**config.mk**
```make
export PLATFORM = sky130hd
export DESIGN_NAME = adjacency_matrix_graph_store
export DESIGN_NICKNAME = d
export VERILOG_FILES = /design/src/rtl/core/amgs_pkg.sv /design/src/rtl/core/adjacency_matrix_graph_store.sv
export SDC_FILE = /design/constraint.sdc
export NUM_CORES = 1
export LEC_CHECK = 0
export BUFFER_PORTS_ARGS = -buffer_cell sky130_fd_sc_hd__buf_2
export CORE_MARGIN = 3
export CORE_UTILIZATION = 35
export CTS_CLUSTER_DIAMETER = 40
export DETAILED_ROUTE_END_ITERATION = 6
export SLEW_MARGIN = 5
export SYNTH_ARGS = -nofsm -noshare
export SYNTH_HDL_FRONTEND = slang
export SYNTH_SLANG_ARGS = --single-unit
```
**constraint.sdc**
```tcl
create_clock -name clk -period 8.3 [get_ports clk]
set_input_delay 0.83 -clock clk [delete_from_list [all_inputs] [get_ports clk]]
set_output_delay 0.83 -clock clk [all_outputs]
set_load 0.1 [all_outputs]
```
**src/rtl/core/amgs_pkg.sv**
```systemverilog
// ----------------------------------------------------------------------------
// amgs_pkg
// Shared types and constants for the adjacency matrix graph store.
// ----------------------------------------------------------------------------
package amgs_pkg;

  localparam int MAX_NODES_DEF  = 16;
  localparam int FIELD_LIMIT    = 16;  // node fields are 4 bits wide
  localparam int OP_W           = 3;
  localparam int NODE_W         = 4;
  localparam int CNT_W          = 5;
  localparam int NODE_COUNT_RST = 16;

  typedef logic [OP_W-1:0] opcode_t;

  localparam opcode_t OP_ADD_EDGE = 3'd0;
  localparam opcode_t OP_DEL_EDGE = 3'd1;
  localparam opcode_t OP_MARK     = 3'd2;
  localparam opcode_t OP_QUERY    = 3'd3;
  localparam opcode_t OP_LIST     = 3'd4;
  localparam opcode_t OP_CLEAR    = 3'd5;

  typedef enum logic [2:0] {
    ST_IDLE,
    ST_EDGE_A,
    ST_EDGE_B,
    ST_LIST_LOAD,
    ST_LIST,
    ST_RESP
  } state_t;

endpackage

```
**src/rtl/core/adjacency_matrix_graph_store.sv**
```systemverilog
// ----------------------------------------------------------------------------
// adjacency_matrix_graph_store
// Undirected graph as a bit matrix of edges in a synchronous RAM, plus a
// visited bitmap. Edge add/remove, mark/query visited, neighbour listing, clear.
// ----------------------------------------------------------------------------
//  channel | ports                                          | direction
//  --------+------------------------------------------------+----------
//  in      | in_valid, in_stall, in_opcode, in_node_a/b     | request
//  out     | out_valid, out_stall, out_status ... out_last  | result
//  cfg     | cfg_wr_en, cfg_wr_data (node_count)            | write only
//
//  Mark, query, clear, error and undefined opcodes go straight to a response.
//  Edge add/remove: read-modify-write of row a, then row b (one write port).
//  List: one result a cycle per unvisited neighbour, or one if none, unless stalled.
//  Reset and clear drop per-row valid bits at once; no clearing pass.
//  A stalled output holds its result; the FSM waits for the slot to free.
// ----------------------------------------------------------------------------
module adjacency_matrix_graph_store
  import amgs_pkg::*;
#(
  parameter int MAX_NODES = MAX_NODES_DEF
) (
  input  logic              clk,
  input  logic              rst_n,

  input  logic              cfg_wr_en,
  input  logic [CNT_W-1:0]  cfg_wr_data,

  input  logic              in_valid,
  output logic              in_stall,
  input  logic [OP_W-1:0]   in_opcode,
  input  logic [NODE_W-1:0] in_node_a,
  input  logic [NODE_W-1:0] in_node_b,

  output logic              out_valid,
  input  logic              out_stall,
  output logic              out_status,
  output logic              out_visited_flag,
  output logic              out_found,
  output logic [NODE_W-1:0] out_neighbour,
  output logic [CNT_W-1:0]  out_neighbour_total,
  output logic              out_last
);

  // only the first 16 nodes are addressable through the node fields
  localparam int NODES = (MAX_NODES < FIELD_LIMIT) ? MAX_NODES : FIELD_LIMIT;
  localparam int IDX_W = $clog2(NODES);
  localparam logic [CNT_W-1:0] NODES_V = CNT_W'(NODES);

  typedef logic [NODES-1:0] row_t;
  typedef logic [IDX_W-1:0] idx_t;

  // edge matrix RAM
  row_t adj_mem [NODES];
  row_t mem_rdata_r;
  logic mem_rd_ok_r;
  row_t row_valid_r, row_valid_nxt;
  logic mem_we;
  idx_t mem_waddr, mem_raddr;
  row_t mem_wdata;

  state_t state_r, state_nxt;

  logic [CNT_W-1:0]  node_count_r;
  row_t              visited_r, visited_nxt;
  idx_t              a_idx_r, a_idx_nxt, b_idx_r, b_idx_nxt;
  logic              del_r, del_nxt;
  logic              res_status_r, res_status_nxt;
  logic              res_vis_r, res_vis_nxt;
  row_t              cand_r, cand_nxt;
  logic [CNT_W-1:0]  count_r, count_nxt;

  logic              out_valid_r, out_valid_nxt;
  logic              out_status_r, out_status_nxt;
  logic              out_visited_flag_r, out_visited_flag_nxt;
  logic              out_found_r, out_found_nxt;
  logic [NODE_W-1:0] out_neighbour_r, out_neighbour_nxt;
  logic [CNT_W-1:0]  out_neighbour_total_r, out_neighbour_total_nxt;
  logic              out_last_r, out_last_nxt;

  logic [CNT_W-1:0] lim;
  row_t             lim_mask;
  row_t             row_use;
  row_t             bit_a, bit_b;
  logic             accept;
  logic             slot_free;
  logic             range_err;
  idx_t             low_idx;
  row_t             low_bit;
  row_t             cand_rest;

  assign lim = (node_count_r < NODES_V) ? node_count_r : NODES_V;

  always_comb begin
    for (int i = 0; i < NODES; i++) begin
      lim_mask[i] = (CNT_W'(i) < lim);
    end
  end

  assign in_stall  = (state_r != ST_IDLE);
  assign accept    = in_valid && (state_r == ST_IDLE);
  assign slot_free = !out_valid_r || !out_stall;

  assign range_err =
      ((in_opcode <= OP_LIST) && ({1'b0, in_node_a} >= lim)) ||
      ((in_opcode inside {OP_ADD_EDGE, OP_DEL_EDGE}) && ({1'b0, in_node_b} >= lim));

  // rows never written since reset or clear read as zero
  assign row_use = mem_rd_ok_r ? mem_rdata_r : '0;

  always_comb begin
    bit_a = '0;
    bit_b = '0;
    bit_a[a_idx_r] = 1'b1;
    bit_b[b_idx_r] = 1'b1;
  end

  // lowest pending neighbour
  always_comb begin
    low_idx = '0;
    for (int i = NODES - 1; i >= 0; i--) begin
      if (cand_r[i]) begin
        low_idx = IDX_W'(i);
      end
    end
    low_bit = '0;
    low_bit[low_idx] = 1'b1;
  end

  assign cand_rest = cand_r & ~low_bit;

  // next state
  always_comb begin
    state_nxt = state_r;
    case (state_r)
      ST_IDLE: begin
        if (accept) begin
          if (range_err) begin
            state_nxt = ST_RESP;
          end else if (in_opcode inside {OP_ADD_EDGE, OP_DEL_EDGE}) begin
            state_nxt = ST_EDGE_A;
          end else if (in_opcode == OP_LIST) begin
            state_nxt = ST_LIST_LOAD;
          end else begin
            state_nxt = ST_RESP;
          end
        end
      end
      ST_EDGE_A:    state_nxt = ST_EDGE_B;
      ST_EDGE_B:    state_nxt = ST_RESP;
      ST_LIST_LOAD: state_nxt = ST_LIST;
      ST_LIST: begin
        if (slot_free && ((cand_r == '0) || (cand_rest == '0))) begin
          state_nxt = ST_IDLE;
        end
      end
      ST_RESP: begin
        if (slot_free) begin
          state_nxt = ST_IDLE;
        end
      end
      default: state_nxt = ST_IDLE;
    endcase
  end

  // outputs and datapath
  always_comb begin
    mem_we         = 1'b0;
    mem_waddr      = a_idx_r;
    mem_wdata      = row_use;
    mem_raddr      = in_node_a[IDX_W-1:0];
    row_valid_nxt  = row_valid_r;
    visited_nxt    = visited_r;
    a_idx_nxt      = a_idx_r;
    b_idx_nxt      = b_idx_r;
    del_nxt        = del_r;
    res_status_nxt = res_status_r;
    res_vis_nxt    = res_vis_r;
    cand_nxt       = cand_r;
    count_nxt      = count_r;

    out_valid_nxt           = out_valid_r && out_stall;
    out_status_nxt          = out_status_r;
    out_visited_flag_nxt    = out_visited_flag_r;
    out_found_nxt           = out_found_r;
    out_neighbour_nxt       = out_neighbour_r;
    out_neighbour_total_nxt = out_neighbour_total_r;
    out_last_nxt            = out_last_r;

    case (state_r)
      ST_IDLE: begin
        if (accept) begin
          a_idx_nxt      = in_node_a[IDX_W-1:0];
          b_idx_nxt      = in_node_b[IDX_W-1:0];
          del_nxt        = (in_opcode == OP_DEL_EDGE);
          res_status_nxt = range_err;
          res_vis_nxt    = 1'b0;
          if (!range_err) begin
            case (in_opcode)
              OP_MARK:  visited_nxt[in_node_a[IDX_W-1:0]] = 1'b1;
              OP_QUERY: res_vis_nxt = visited_r[in_node_a[IDX_W-1:0]];
              OP_CLEAR: begin
                visited_nxt   = '0;
                row_valid_nxt = '0;
              end
              default: ;
            endcase
          end
        end
      end
      ST_EDGE_A: begin
        mem_we    = 1'b1;
        mem_waddr = a_idx_r;
        mem_wdata = del_r ? (row_use & ~bit_b) : (row_use | bit_b);
        row_valid_nxt[a_idx_r] = 1'b1;
        mem_raddr = b_idx_r;
      end
      ST_EDGE_B: begin
        // a self loop rereads row a; only bit a differs and it is rewritten
        mem_we    = 1'b1;
        mem_waddr = b_idx_r;
        mem_wdata = del_r ? (row_use & ~bit_a) : (row_use | bit_a);
        row_valid_nxt[b_idx_r] = 1'b1;
      end
      ST_LIST_LOAD: begin
        cand_nxt  = row_use & ~visited_r & lim_mask;
        count_nxt = '0;
      end
      ST_LIST: begin
        if (slot_free) begin
          out_valid_nxt        = 1'b1;
          out_status_nxt       = 1'b0;
          out_visited_flag_nxt = 1'b0;
          if (cand_r == '0) begin
            out_found_nxt           = 1'b0;
            out_neighbour_nxt       = '0;
            out_neighbour_total_nxt = '0;
            out_last_nxt            = 1'b1;
          end else begin
            out_found_nxt           = 1'b1;
            out_neighbour_nxt       = NODE_W'(low_idx);
            out_neighbour_total_nxt = count_r + CNT_W'(1);
            out_last_nxt            = (cand_rest == '0);
            cand_nxt                = cand_rest;
            count_nxt               = count_r + CNT_W'(1);
          end
        end
      end
      ST_RESP: begin
        if (slot_free) begin
          out_valid_nxt           = 1'b1;
          out_status_nxt          = res_status_r;
          out_visited_flag_nxt    = res_vis_r;
          out_found_nxt           = 1'b0;
          out_neighbour_nxt       = '0;
          out_neighbour_total_nxt = '0;
          out_last_nxt            = 1'b1;
        end
      end
      default: ;
    endcase
  end

  // edge RAM: one write and one registered read per cycle
  always_ff @(posedge clk) begin
    if (mem_we) begin
      adj_mem[mem_waddr] <= mem_wdata;
    end
    mem_rdata_r <= adj_mem[mem_raddr];
    mem_rd_ok_r <= row_valid_r[mem_raddr];
  end

  always_ff @(posedge clk) begin
    if (!rst_n) begin
      state_r      <= ST_IDLE;
      node_count_r <= CNT_W'(NODE_COUNT_RST);
      row_valid_r  <= '0;
      visited_r    <= '0;
      out_valid_r  <= 1'b0;
    end else begin
      state_r     <= state_nxt;
      row_valid_r <= row_valid_nxt;
      visited_r   <= visited_nxt;
      out_valid_r <= out_valid_nxt;
      if (cfg_wr_en) begin
        node_count_r <= cfg_wr_data;
      end
    end
  end

  always_ff @(posedge clk) begin
    a_idx_r               <= a_idx_nxt;
    b_idx_r               <= b_idx_nxt;
    del_r                 <= del_nxt;
    res_status_r          <= res_status_nxt;
    res_vis_r             <= res_vis_nxt;
    cand_r                <= cand_nxt;
    count_r               <= count_nxt;
    out_status_r          <= out_status_nxt;
    out_visited_flag_r    <= out_visited_flag_nxt;
    out_found_r           <= out_found_nxt;
    out_neighbour_r       <= out_neighbour_nxt;
    out_neighbour_total_r <= out_neighbour_total_nxt;
    out_last_r            <= out_last_nxt;
  end

  assign out_valid           = out_valid_r;
  assign out_status          = out_status_r;
  assign out_visited_flag    = out_visited_flag_r;
  assign out_found           = out_found_r;
  assign out_neighbour       = out_neighbour_r;
  assign out_neighbour_total = out_neighbour_total_r;
  assign out_last            = out_last_r;

endmodule
```
Word-level counts from Yosys, hierarchy flattened
Memories as Yosys holds them, arrays and structs flattened. A register that Yosys moved wholly into a read port is not among the register bits.
Index checks and enable logic that the tools add are counted.
W data, S select, Z words.
{ "word_totals": {"reg_bits": 87, "latchBits": 0, "ram_bits": 256, "rom_bits": 0, "input_bits": 21, "out_inout_bits": 15, "elab_cells": 194, "n_memories": 1} }
{ "op_classes": {"add_sub_neg": 1, "multipliers": 0, "n_div": 0, "n_lt_le_gt_ge": 29, "eq_ne": 17, "shift": 0, "mux": 78, "n_bitwise": 16, "reduce_logical": 33} }
{ "memory_table": {"columns": ["memory", "words", "width", "read_ports", "rd_ports_with_merged_regs", "write_ports", "line_no", "source"], "rows": [
  ["adj_mem", 16, 16, 1, 1, 1, "adjacency_matrix_graph_store.sv:54", "row_t adj_mem [NODES];"]
]} }
{ "ops": {"columns": ["cell", "n"], "rows": [
  ["$mux W16", 8],
  ["$pmux W16 S2", 3],
  ["$mux W4", 21],
  ["$and A16 B16 Y16", 5],
  ["$or A16 B16 Y16", 5],
  ["$not A16 Y16", 4],
  ["$pmux W16 S3", 1],
  ["$lt A4 B5 Y1 const A", 8],
  ["$logic_not A16 Y1", 2],
  ["$mux W5", 6],
  ["$lt A4 B5 Y1 const B", 5],
  ["$lt A3 B5 Y1 const A", 4],
  ["$pmux W5 S2", 2],
  ["$mux W1", 19],
  ["$mux W3", 6],
  ["$pmux W3 S6", 1],
  ["$demux W1 S4", 4],
  ["$ge A4 B1 Y1 const B", 4],
  ["$eq A3 B2 Y1 const B", 4],
  ["$eq A3 B3 Y1 const B", 4],
  ["$ne A2 B2 Y1 const B", 6],
  ["$ge A4 B5 Y1", 2],
  ["$lt A1 B5 Y1 const A", 2],
  ["$lt A2 B5 Y1 const A", 2],
  ["19 further kinds", 46]
]} }

Depth between registers and ports, before layout
Gate-level depths: netlist of the first run.
{ "logic_depth": {"word_depth": 27, "ltp_mapped": 11, "depth_no_buf": 10} }

Worst setup path before layout of the first run
No wires, ideal clock.
{ "synth_timing": {"path_type": "input port to flip-flop", "start": "input out_stall", "end": "register cand_r[0], enable pin", "setup_ns": 0.433, "t_arrival_ns": 2.669, "required_time_ns": 7.867, "path_slack_ns": 5.198, "path_stages": 3, "path_buffers": 0, "cell_sequence": "nand2_1 -> nand2_1 -> o32ai_1"} }
{ "synth_via": {"elab_chain_cells": 4} }
{ "synth_lines": {"columns": ["element", "line_no", "source"], "rows": [
  ["start, declared", "adjacency_matrix_graph_store.sv:36", "input logic out_stall,"],
  ["$logic_not A1 Y1", "adjacency_matrix_graph_store.sv:102", "assign slot_free = !out_valid_r || !out_stall;"],
  ["$logic_or A1 B1 Y1", "adjacency_matrix_graph_store.sv:102", null],
  ["$ne A2 B2 Y1 (no source line)", null, null],
  ["$reduce_and A3 Y1 (no source line)", null, null],
  ["end signal, assigned", "adjacency_matrix_graph_store.sv:297", "cand_r <= cand_nxt;"],
  ["end, declared", "adjacency_matrix_graph_store.sv:70", "row_t cand_r, cand_nxt;"]
]} }
Every way passes these cells.
A chain may end at the register's enable or synchronous reset.

Worst setup path after layout of the first run
{ "layout_timing": {"start": "register state_r[0]", "end": "register mem_rdata_r[0] (read register of adj_mem)"} }
{ "layout_via": {"elab_chain_cells": 2} }
{ "layout_lines": {"columns": ["element", "line_no", "source"], "rows": [
  ["start, declared", "adjacency_matrix_graph_store.sv:62", "state_t state_r, state_nxt;"],
  ["start signal, assigned", "adjacency_matrix_graph_store.sv:281", "state_r <= state_nxt;"],
  ["$eq A3 B1 Y1", "adjacency_matrix_graph_store.sv:190", "case (state_r)"],
  ["$mux W4", "adjacency_matrix_graph_store.sv:190", null],
  ["end, declared", "adjacency_matrix_graph_store.sv:55", "row_t mem_rdata_r;"]
]} }
Every way passes these cells.

==> results.md, run 1 <==
* Run status: completed
* Die Span Y at 213.9 microns
* Pleak at 5.830 nW
* Met1 wire length at 15.74 mm
* Synth Cell Area at 15,120 sq um
* I/O pins at 36
* Hold Crit Class: flop to flop
* Routed length on met2 at 17.17 mm
* Synth top area share at 59.78%
* Starting Density at 35.73%
* Vias at 8,960
* Critical path class: flop to flop
* WHS at 466.1 ps
* Max_slew headroom at 21.44%
* Worst-skew pair later-pin latency at 560 ps
* Post-Synth Adder-Cell Area at 0.8109%
* Unrepaired setup endpoints after global routing: false
* Post-synth cell types at 70
* Net Count, Synth at 1,020
* Measured slew at the worst slew-check pin at 1178 ps
* Layout Skew at 28.69 ps
* Post-Synth XOR/XNOR Area at 0.1738%
* Largest net degree at the start of global routing at 69
* Most common cell in the netlist: edfxtp_1
* R2R depth at 8
* Critical Path Source: state_r[0]
* Clk buf depth at 3
* Simple-gate share of the synthesized area at 8.928%
* Worst-path fanout max at 33
* Yosys reg bits at 359
* Minimum clock period at 4050 ps
* Cts hold-fix bufs at 0
* Drt drc at 0
* Overall power after layout at 5.303 mW
* Final WL at 35.73 mm
* First-pass GRT wire length at 55.17 mm
* Gp weighted congestion at 0.8750
* R2r setup slk at 4250 ps
* Synthesized instance count at 990
* Antenna Violating Nets Remaining at 0
* Resize count post-CTS at 0
* Final Hold Fails at 0
* Seq/Total Area, Yosys at 67.46%
* Worst-path clk slew at 60 ps
* Share of cells above drive strength 1 at 23.75%
* Worst Path Required at 8720 ps
* Final HPWL DP at 21.31 mm
* CTS Sinks at 359
* Yosys top cell by area: edfxtp_1
* WP data arrival at 4470 ps
* Reg-to-Reg Start: state_r[0]
* Root buffer cell: clkbuf_16
* DR pass1 iterations at 5
* TNS Setup at 0 ps
* Post-synth EDFFs at 301
* GRT overflow at 0
* Num CTS Buffers at 48
* Post-synthesis mux area share at 12.33%
* Die ar. at 45,730 sq um
* Synth top area cells: edfxtp_1 (60%), mux4_2 (11%), dfxtp_1 (7.7%)
* Placeable Area at 42,320 sq um
* # diodes at 0
* Cell Rows at 75
* Power per cell area at 300.2 nW/um^2
* Critical path startpoint category: flop
* Port buffer count at 35
* Syn Area/Cell at 15.27 sq um
* Area Overhead vs Synth at 16.84%
* VDD IR max at 0.2049 mV
* Finished Cell Area at 17,670 sq um
* Critical Path End Type: flop
* Vias in the first global route at 9,008
* Gr usage total at 15.95%
* MaxCap Viol Count at 0
* Die W at 213.9 microns
* Most frequent cells after synthesis: edfxtp_1 (301), nand2_1 (85), nor2_1 (81)
* Buffer count from post-CTS setup fixing at 0
* Starting DRC count in detailed routing at 845
* CP endpoint: mem_rdata_r[0]
* Largest family of logic cells by synthesized area: multiplexers
* Synth Area in Compound Gates at 8.002%
* Final net count at 1,073
* CTS tree: yes
* Metal3 WL at 2.081 mm
* Fill count at 3,803
* Hold depth at 2
* Slew Limit Fails at 0
* Achievable clock frequency at 246.9 MHz
* # setup viols final at 0
* Reg2reg end: mem_rdata_r[0]
* Placed Instance Area at 15,970 sq um
* Ys flop type: edfxtp_1
* Post-synth ARST share at 0%
* Initial antenna violation count at 0
* Detail-routed net length per standard cell at 21.54 microns
* YS warnings at 0
* Ratio of final minimum period to clock period at 48.80%
* Vias per cell at 5.401
* Highest routed layer: met4
* H-tree depth at 2
## layer usage
layer / up-vias / global-route usage [%]
li1: 4002 / -
met1: 4617 / 21.86
met2: 286 / 25.86
met3: 55 / 3.424
met4: 0 / 4.558
met5: - / 0
## registers in the layout, indices dropped and copies added, names as in the netlist, 3 cells and up
register / cells
count_r: 5
mem_rdata_r: 16
cand_r: 16
out_neighbour_total: 5
row_valid_r: 16
node_count_r: 5
b_idx_r: 4
adj_mem: 256
visited_r: 16
state_r: 3
out_neighbour: 4
a_idx_r: 4
## worst min path at each step
stage | start | endpoint | slack, ps
6_report | row_valid_r[5] | row_valid_r[5] | 470
3_3_place_gp | row_valid_r[4] | row_valid_r[4] | 440
5_1_grt | in_node_b[1] | b_idx_r[1] | 490
2_1_floorplan | row_valid_r[14] | row_valid_r[14] | 430
4_1_cts | row_valid_r[5] | row_valid_r[5] | 470
3_5_place_dp | row_valid_r[5] | row_valid_r[5] | 450
## cell type report
class	instances	area [sq um]	share of cell area [%]
Sequential cell	359	10200	57.73
Clock inverter	27	324.1	1.834
Inverter	10	37.54	0.2125
Timing Repair Buffer	59	355.3	2.011
Clock buffer	62	1359	7.691
Tap cell	577	721.9	4.086
Multi-Input combinational cell	565	4669	26.43
## critical path, stage by stage, from the launching register on
cell,delay [ps]
dfxtp_1,720
nand2_8,200
mux2i_4,610
buf_4,700
buf_4,580
mux4_2,560
and2_1,170
a211oi_1,270
a31oi_1,90
## cells in the final DEF (no fill, tap or decap), types with 4 or more instances in the layout
cell type / n
edfxtp_1: 301
inv_1: 9
clkbuf_16: 52
o41ai_1: 7
mux2i_1: 10
nor4_1: 7
nor3_1: 9
a31oi_1: 26
o22ai_1: 9
o211ai_1: 5
o21ai_0: 19
mux2i_4: 4
a22oi_1: 7
nor2_2: 16
buf_4: 24
nand3_1: 11
nand2b_1: 8
a211oi_1: 20
buf_2: 35
nor2_1: 65
ha_1: 9
mux4_2: 73
or3_1: 4
nor2b_1: 15
inv_8: 4
a21o_1: 6
nand2_1: 85
clkbuf_1: 8
a21oi_1: 54
bufinv_16: 4
nor3b_1: 5
or4_1: 4
inv_6: 5
and2_1: 23
clkinvlp_4: 5
o21a_1: 5
dfxtp_1: 58
## cell families (layout without fill, tap and decap cells)
group	after synthesis	after routing
buffers and inverters	66	158
adder cells (fa/ha/maj)	10	10
AO/OA/AOI/OAI	186	186
multiplexers	93	93
flip-flops	359	359
AND/OR/NAND/NOR	273	273
XOR/XNOR	3	3
## through the flow
step           worst slack [ps]  utilization (%)  cells
5_1_grt                    3907            41.74   1659
4_1_cts                    4117            41.71   1659
3_3_place_gp               4126            37.73   1570
3_5_place_dp               4096            37.73   1570
2_1_floorplan              5198                -    990
6_report                   4250            41.74   1659
## power by group
group / internal, mW / switching, mW / total, mW
Combinational: 0.275 / 0.624 / 0.899
Clock: 1.31 / 0.803 / 2.11
Sequential: 2.17 / 0.123 / 2.30
Note: power is estimated with default switching activity, not from simulation.
==> run 2, diff against run 1 <==
Settings changed: ABC_AREA from default to 1.
Clock period 8.3 ns to 3.58 ns, I/O delays scaled along.
==> run 2 against run 1 <==
Net effect: register-to-register slack worse by 3700 ps; sequential power rose by 150%; worst setup slack got worse by 3700 ps; flip-flop and latch count unchanged; highest routed layer unchanged; clock skew rose by 0.93 ps; synthesized cell count increased by 47%.
==> results.md, run 2 <==
* Port buffer count at 35 (unchanged)
* Yosys reg bits at 359 (unchanged)
* Measured slew at the worst slew-check pin at 1260 ps (+81.69 ps)
* Most frequent cells after synthesis: edfxtp_1 (301), nor2_1 (253), o21ai_0 (173)
* Routed length on met2 at 19.43 mm (+13%)
* Resize count post-CTS at 0 (unchanged)
* Share of cells above drive strength 1 at 14.43% (-9.3 points)
* Critical path class: flop to flop
* Synth Cell Area at 15,620 sq um (+3.3%)
* Ys flop type: edfxtp_1
* Synth top area cells: edfxtp_1 (58%), dfxtp_1 (7.4%), nor2_1 (6.1%)
* VDD IR max at 0.5112 mV (+150%)
* Largest register FFs at 256 (unchanged)
* Final HPWL DP at 26.56 mm (+25%)
* Yosys top cell by area: edfxtp_1
* H-tree depth at 2 (unchanged)
* CP endpoint: visited_r[15]
* Final net count at 1,561 (+45%)
* Starting Density at 35.86% (+0.13 points)
* Detail-routed net length per standard cell at 20.04 microns (-6.9%)
* I/O pins at 36 (unchanged)
* Root buffer cell: clkbuf_16
* Net Count, Synth at 1,490 (+46%)
* Starting DRC count in detailed routing at 1,306 (+55%)
* # setup viols final at 0 (unchanged)
* Die Span Y at 217.2 microns (+1.6%)
* Most common cell in the netlist: edfxtp_1
* Die W at 217.2 microns (+1.6%)
* Reg-to-Reg Start: node_count_r[2]
* Placeable Area at 43,550 sq um (+2.9%)
* Fill count at 4,148 (+9.1%)
* Hold Crit Class: input port to flop
* Seq/Total Area, Yosys at 65.31% (-2.1 points)
* Worst Path Required at 4060 ps (-4660 ps)
* Vias at 11,650 (+30%)
* Layout Skew at 29.61 ps (+0.9272 ps)
* Syn Area/Cell at 10.70 sq um (-30%)
* Buffer count from post-CTS setup fixing at 0 (unchanged)
* GRT overflow at 0 (unchanged)
* Ratio of final minimum period to clock period at 84.66% (+36 points)
* Run status: completed
* Commonest non-fill, non-tap cells in the layout: edfxtp_1 (301), nor2_1 (253), o21ai_0 (171)
* Max_slew headroom at 15.63% (-5.8 points)
* MaxCap Viol Count at 0 (unchanged)
* Minimum clock period at 3031 ps (-1019 ps)
* Gr usage total at 18.24% (+2.3 points)
* Slew Limit Fails at 0 (unchanged)
* Leading cell type in the layout, fill and taps excluded: edfxtp_1
* Num CTS Buffers at 50 (+4.2%)
* YS warnings at 0 (unchanged)
* R2r setup slk at 550 ps (-3700 ps)
* Reg2reg end: visited_r[15]
* Post-synth ARST share at 0% (unchanged)
* Drt drc at 0 (unchanged)
* Die ar. at 47,190 sq um (+3.2%)
* Power per cell area at 810.1 nW/um^2 (+170%)
* Met1 wire length at 19.40 mm (+23%)
* Fin util at 42.75% (+1.0 points)
* Critical Path End Type: flop
* Highest routed layer: met4
* R2R depth at 12 (+4)
* Critical Path Source: node_count_r[2]
* DR pass1 iterations at 5 (unchanged)
* Final Hold Fails at 0 (unchanged)
* Worst-path fanout max at 16 (-52%)
* Clk buf depth at 3 (unchanged)
* CTS tree: yes
* Achievable clock frequency at 329.9 MHz (+34%)
* Post-synth cell types at 48 (-31%)
* Vias per cell at 5.397 (about the same)
* First-pass GRT wire length at 66.58 mm (+21%)
* Worst-skew pair later-pin latency at 600 ps (+40 ps)
* Cell Rows at 76 (+1.3%)
* Synthesized instance count at 1,460 (+47%)
* Post-synth EDFFs at 301 (unchanged)
* TNS Setup at 0 ps (unchanged)
* Area Overhead vs Synth at 19.21%
* WHS at 33.76 ps (-432.4 ps)
* Antenna Violating Nets Remaining at 0 (unchanged)
* Final WL at 43.24 mm (+21%)
* Unrepaired setup endpoints after global routing: false
* Largest net degree at the start of global routing at 76 (+10%)
* Gp weighted congestion at 0.9193 (+5.1%)
* Synth top area share at 57.88% (-1.9 points)
* CTS Sinks at 359 (unchanged)
* Critical path startpoint category: flop
* Initial antenna violation count at 0 (unchanged)
* Worst-path clk slew at 50 ps (about the same)
* Biggest register: adj_mem
* # diodes at 0 (unchanged)
* Metal3 WL at 3.064 mm (+47%)
* WP data arrival at 3510 ps (-960 ps)
* Pleak at 6.571 nW (+13%)
* Vias in the first global route at 11,160 (+24%)
## run 2: how the worst min path moves through the flow
| stage | cells past startpoint | from | endpoint | slack, ps |
|---|---|---|---|---|
| after floorplan | 2 | row_valid_r[10] | row_valid_r[10] | 430 |
| after global placement | 2 | row_valid_r[5] | row_valid_r[5] | 450 |
| after detailed placement | 2 | row_valid_r[3] | row_valid_r[3] | 460 |
| after CTS | 1 | in_node_a[0] | a_idx_r[0] | 3 |
| after global routing | 1 | in_node_a[0] | a_idx_r[0] | 20 |
| final | 1 | in_node_a[0] | a_idx_r[0] | 30 |
## run 2: critical path: stages (launching register included)
cell and delay (ps):
dfxtp_1 430, inv_1 110, nor2_1 190, inv_1 130, ha_1 330, a21o_1 190, a22oi_1 140, o221ai_1 170
o21ai_1 150, nand2_1 160, o21ai_2 570, nand3_1 160, a21oi_1 180
## run 2: kinds of logic after synthesis
logic type | after synthesis | synth area share [%]
buffers and inverters | 207 | 5.119
DFF | 359 | 65.31
AOI/OAI and AO/OA | 362 | 14.44
xor gates and xnor gates | 3 | 0.1683
adders and majority gates | 9 | 0.7211
and+or+nand+nor | 520 | 14.24
## run 2: through the flow
step / cell area [sq um] / cells / setup slack [ps] / power (mW)
CTS: 18610 / 2157 / 644.9 / 15.16
finish: 18620 / 2158 / 549.1 / 15.08
detailed placement: 16800 / 2057 / 722.4 / 10.02
floorplan: 15620 / 1460 / 628.5 / 8.532
global placement: 16800 / 2057 / 767.7 / 9.954
global route: 18620 / 2158 / 417.7 / 15.84
## run 2: what timing repair did
item                                    4_1_cts  5_1_grt
hold buffers                                  6        0
endpoints found under the setup margin        0        0
hold endpoints to repair                      5        0
## run 2: area by class of cell
class	instances	area (sq um)	share of cell area (%)
well taps	585	732.0	3.931
multi-input cells	894	4741	25.46
clock buffers	59	1305	7.009
repair buffers	91	685.7	3.683
flip-flops and latches	359	10200	54.78
inverters	135	509.2	2.735
clock inverters	35	445.4	2.392
## run 2: where the power goes
group          switching (mW)  internal, mW
logic                    3.19          1.07
clock network            1.98          3.13
registers               0.278          5.44
total                    5.44          9.64
## run 2: per-layer routing
metal	up-vias	GRT usage, %
met5	-	0
met3	83	3.197
met1	5659	26.17
met2	461	27.86
met4	0	6.588
li1	5444	-
==> run 3, diff against run 2 <==
Settings changed: ABC_AREA 1 to 0.
Clock period 3.58 ns to 2.75 ns, I/O delays scaled along.
==> run 3 against run 2 <==
Net effect: power up 3.2%; fmax up 18%; global-route usage shrank 2.0 points; critical path depth is 3 lower; cell count shrank 20%; sequential power up 20%; register-to-register slack worse by 360 ps; worst setup slack worse by 360 ps; clock power is 11% higher; largest power group unchanged.
==> results.md, run 3 (same netlist as run 1, synthesis figures left out) <==
* Finished Cell Area at 18,230 sq um (-2.1%)
* Gp weighted congestion at 0.8608 (-6.4%)
* Worst-path clk slew at 60 ps (about the same)
* Cell Rows at 75 (-1.3%)
* Met1 GRT Util at 22.68% (-3.5 points)
* CTS tree: yes
* I/O pins at 36 (unchanged)
* Port buffer count at 35 (unchanged)
* Critical path startpoint category: flop
* CP Cell Sequence: nor2_8, nand2_8, mux2i_4, buf_12, buf_12, mux4_2, and2_1, a211oi_1, a31oi_1
* Sequential Power Share at 44.2% (+6.3 points)
* Vias at 9,120 (-22%)
* Switching Share at 29.14% (-6.9 points)
* Max_slew headroom at 44.93% (+29 points)
* Final net count at 1,137 (-27%)
* Net Switching at 4.536 mW (-17%)
* # setup viols final at 0 (unchanged)
* Final HPWL DP at 23.39 mm (-12%)
* Final Non-Filler Cells at 1,717 (-20%)
* Initial antenna violation count at 0 (unchanged)
* Starting Density at 35.73% (-0.13 points)
* DR pass1 iterations at 5 (unchanged)
* Worst-skew pair later-pin latency at 540 ps (-60 ps)
* Met3 usage at 2.575% (-0.62 points)
* Most frequent CP cell: buf_12
* Power per cell area at 854.0 nW/um^2 (+5.4%)
* Die Span Y at 213.9 microns (-1.6%)
* Worst-path fanout max at 18 (+2)
* PnR worst setup slack at 191.6 ps (-357.4 ps)
* Pleak at 6.137 nW (-6.6%)
* Drt drc at 0 (unchanged)
* GRT met2 Usage at 26.48% (-1.4 points)
* Worst path bufs/invs at 2 (unchanged)
* Root buffer cell: clkbuf_16
* Run status: completed
* First-pass GRT wire length at 55.58 mm (-17%)
* Worst Path Required at 3160 ps (-900 ps)
* Num CTS Buffers at 43 (-14%)
* Comb power frac at 19.5% (-8.7 points)
* Ratio of final minimum period to clock period at 93.03% (+8.4 points)
* Die ar. at 45,730 sq um (-3.1%)
* WHS at 17.45 ps (-16.31 ps)
* Clock power frac at 36.3% (+2.5 points)
* Critical-path top delay cell: dfxtp_1
* GRT overflow at 0 (unchanged)
* VDD IR max at 0.4651 mV (-9.0%)
* Commonest non-fill, non-tap cells in the layout: edfxtp_1 (301), nand2_1 (85), mux4_2 (73)
* Largest net degree at the start of global routing at 41 (-46%)
* Hold Crit Class: input port to flop
* H-tree depth at 2 (unchanged)
* Placeable Area at 42,320 sq um (-2.8%)
* WP data arrival at 2970 ps (-540 ps)
* Minimum clock period at 2558 ps (-472.6 ps)
* Leading cell type in the layout, fill and taps excluded: edfxtp_1
* Clk buf depth at 3 (unchanged)
* Number of placed instances, taps included at 1,630 (-21%)
* Critical Path End Type: flop
* Worst path max stage delay at 520 ps (-50 ps)
* Detail-routed net length per standard cell at 21.36 microns (+6.6%)
* Fin util at 43.07% (+0.33 points)
* CTS Sinks at 359 (unchanged)
* Starting DRC count in detailed routing at 724 (-45%)
* Critical path class: flop to flop
* Placed Instance Area at 16,670 sq um (-0.78%)
* Area Overhead vs Synth at 20.56%
* Die W at 213.9 microns (-1.6%)
* TNS Setup at 0 ps (unchanged)
* Placement Setup Slack at -43.16 ps (-765.5 ps)
* Overall power after layout at 15.57 mW (+3.2%)
* Vias in the first global route at 9,070 (-19%)
* Layout Skew at 11.83 ps (-17.78 ps)
* Share of cells above drive strength 1 at 27.19% (+13 points)
* # diodes at 0 (unchanged)
* Biggest register: adj_mem
* Slew Limit Fails at 0 (unchanged)
* Achievable clock frequency at 390.9 MHz (+18%)
* Antenna Violating Nets Remaining at 0 (unchanged)
* Largest register FFs at 256 (unchanged)
* Final Hold Fails at 0 (unchanged)
* Layer with the highest usage: met2
* Gr usage total at 16.29% (-2.0 points)
* Cell Int Power at 11.03 mW (+14%)
* MaxCap Viol Count at 0 (unchanged)
* Final WL at 36.68 mm (-15%)
* Measured slew at the worst slew-check pin at 810.0 ps (-450.0 ps)
* CP top delay family: multiplexers
* Vias per cell at 5.312 (-1.6%)
==> run 3: power groups by stage <==
stage | registers (mW) | logic [mW] | clock network (mW)
CTS | 6.88 | 3.03 | 5.76
finish | 6.88 | 3.04 | 5.65
detailed placement | 6.99 | 3.01 | 0
global route | 6.93 | 3.29 | 5.98
global placement | 6.98 | 2.98 | 0
floorplan | 7.27 | 1.74 | 0
==> run 3: final cells by class <==
cell class / count / area, sq um
clock buffers: 60 / 1232
clock inverters: 18 / 198.9
fillers: 3756 / 24090
inverters: 10 / 37.54
multi-input cells: 565 / 4698
flip-flops and latches: 359 / 10200
well taps: 577 / 721.9
repair buffers: 128 / 1141
==> run 3: path summary, 6_finish.rpt <==
kind	cells past startpoint	startpoint	end	slack [ps]
setup / recovery	9	state_r[2]	mem_rdata_r[4]	190
setup reg to reg	9	state_r[2]	mem_rdata_r[4]	190
hold reg to reg	2	row_valid_r[4]	row_valid_r[4]	470
hold / removal	3	cfg_wr_data[1]	node_count_r[1]	20
==> run 3: what timing repair did <==
item                                   in CTS  in global routing
hold buffers                                7                  0
setup endpoints to repair                  16                 91
resized for setup                           1                  9
buffers inserted                            0                  2
endpoints found under the hold margin       7                  0
pin swaps                                   0                  3
==> run 3: per-layer routing <==
layer,part of all wire [%],up-vias
li1,-,4127
met1,45,4675
met2,47,253
met3,5.3,65
met4,2.7,0
met5,0,-
==> run 3: worst reg2reg max path, stage by stage (launching register included) <==
cell and delay [ps]:
dfxtp_1 520, nor2_8 100, nand2_8 120, mux2i_4 300, buf_12 240, buf_12 200, mux4_2 510, and2_1 170
a211oi_1 210, a31oi_1 70
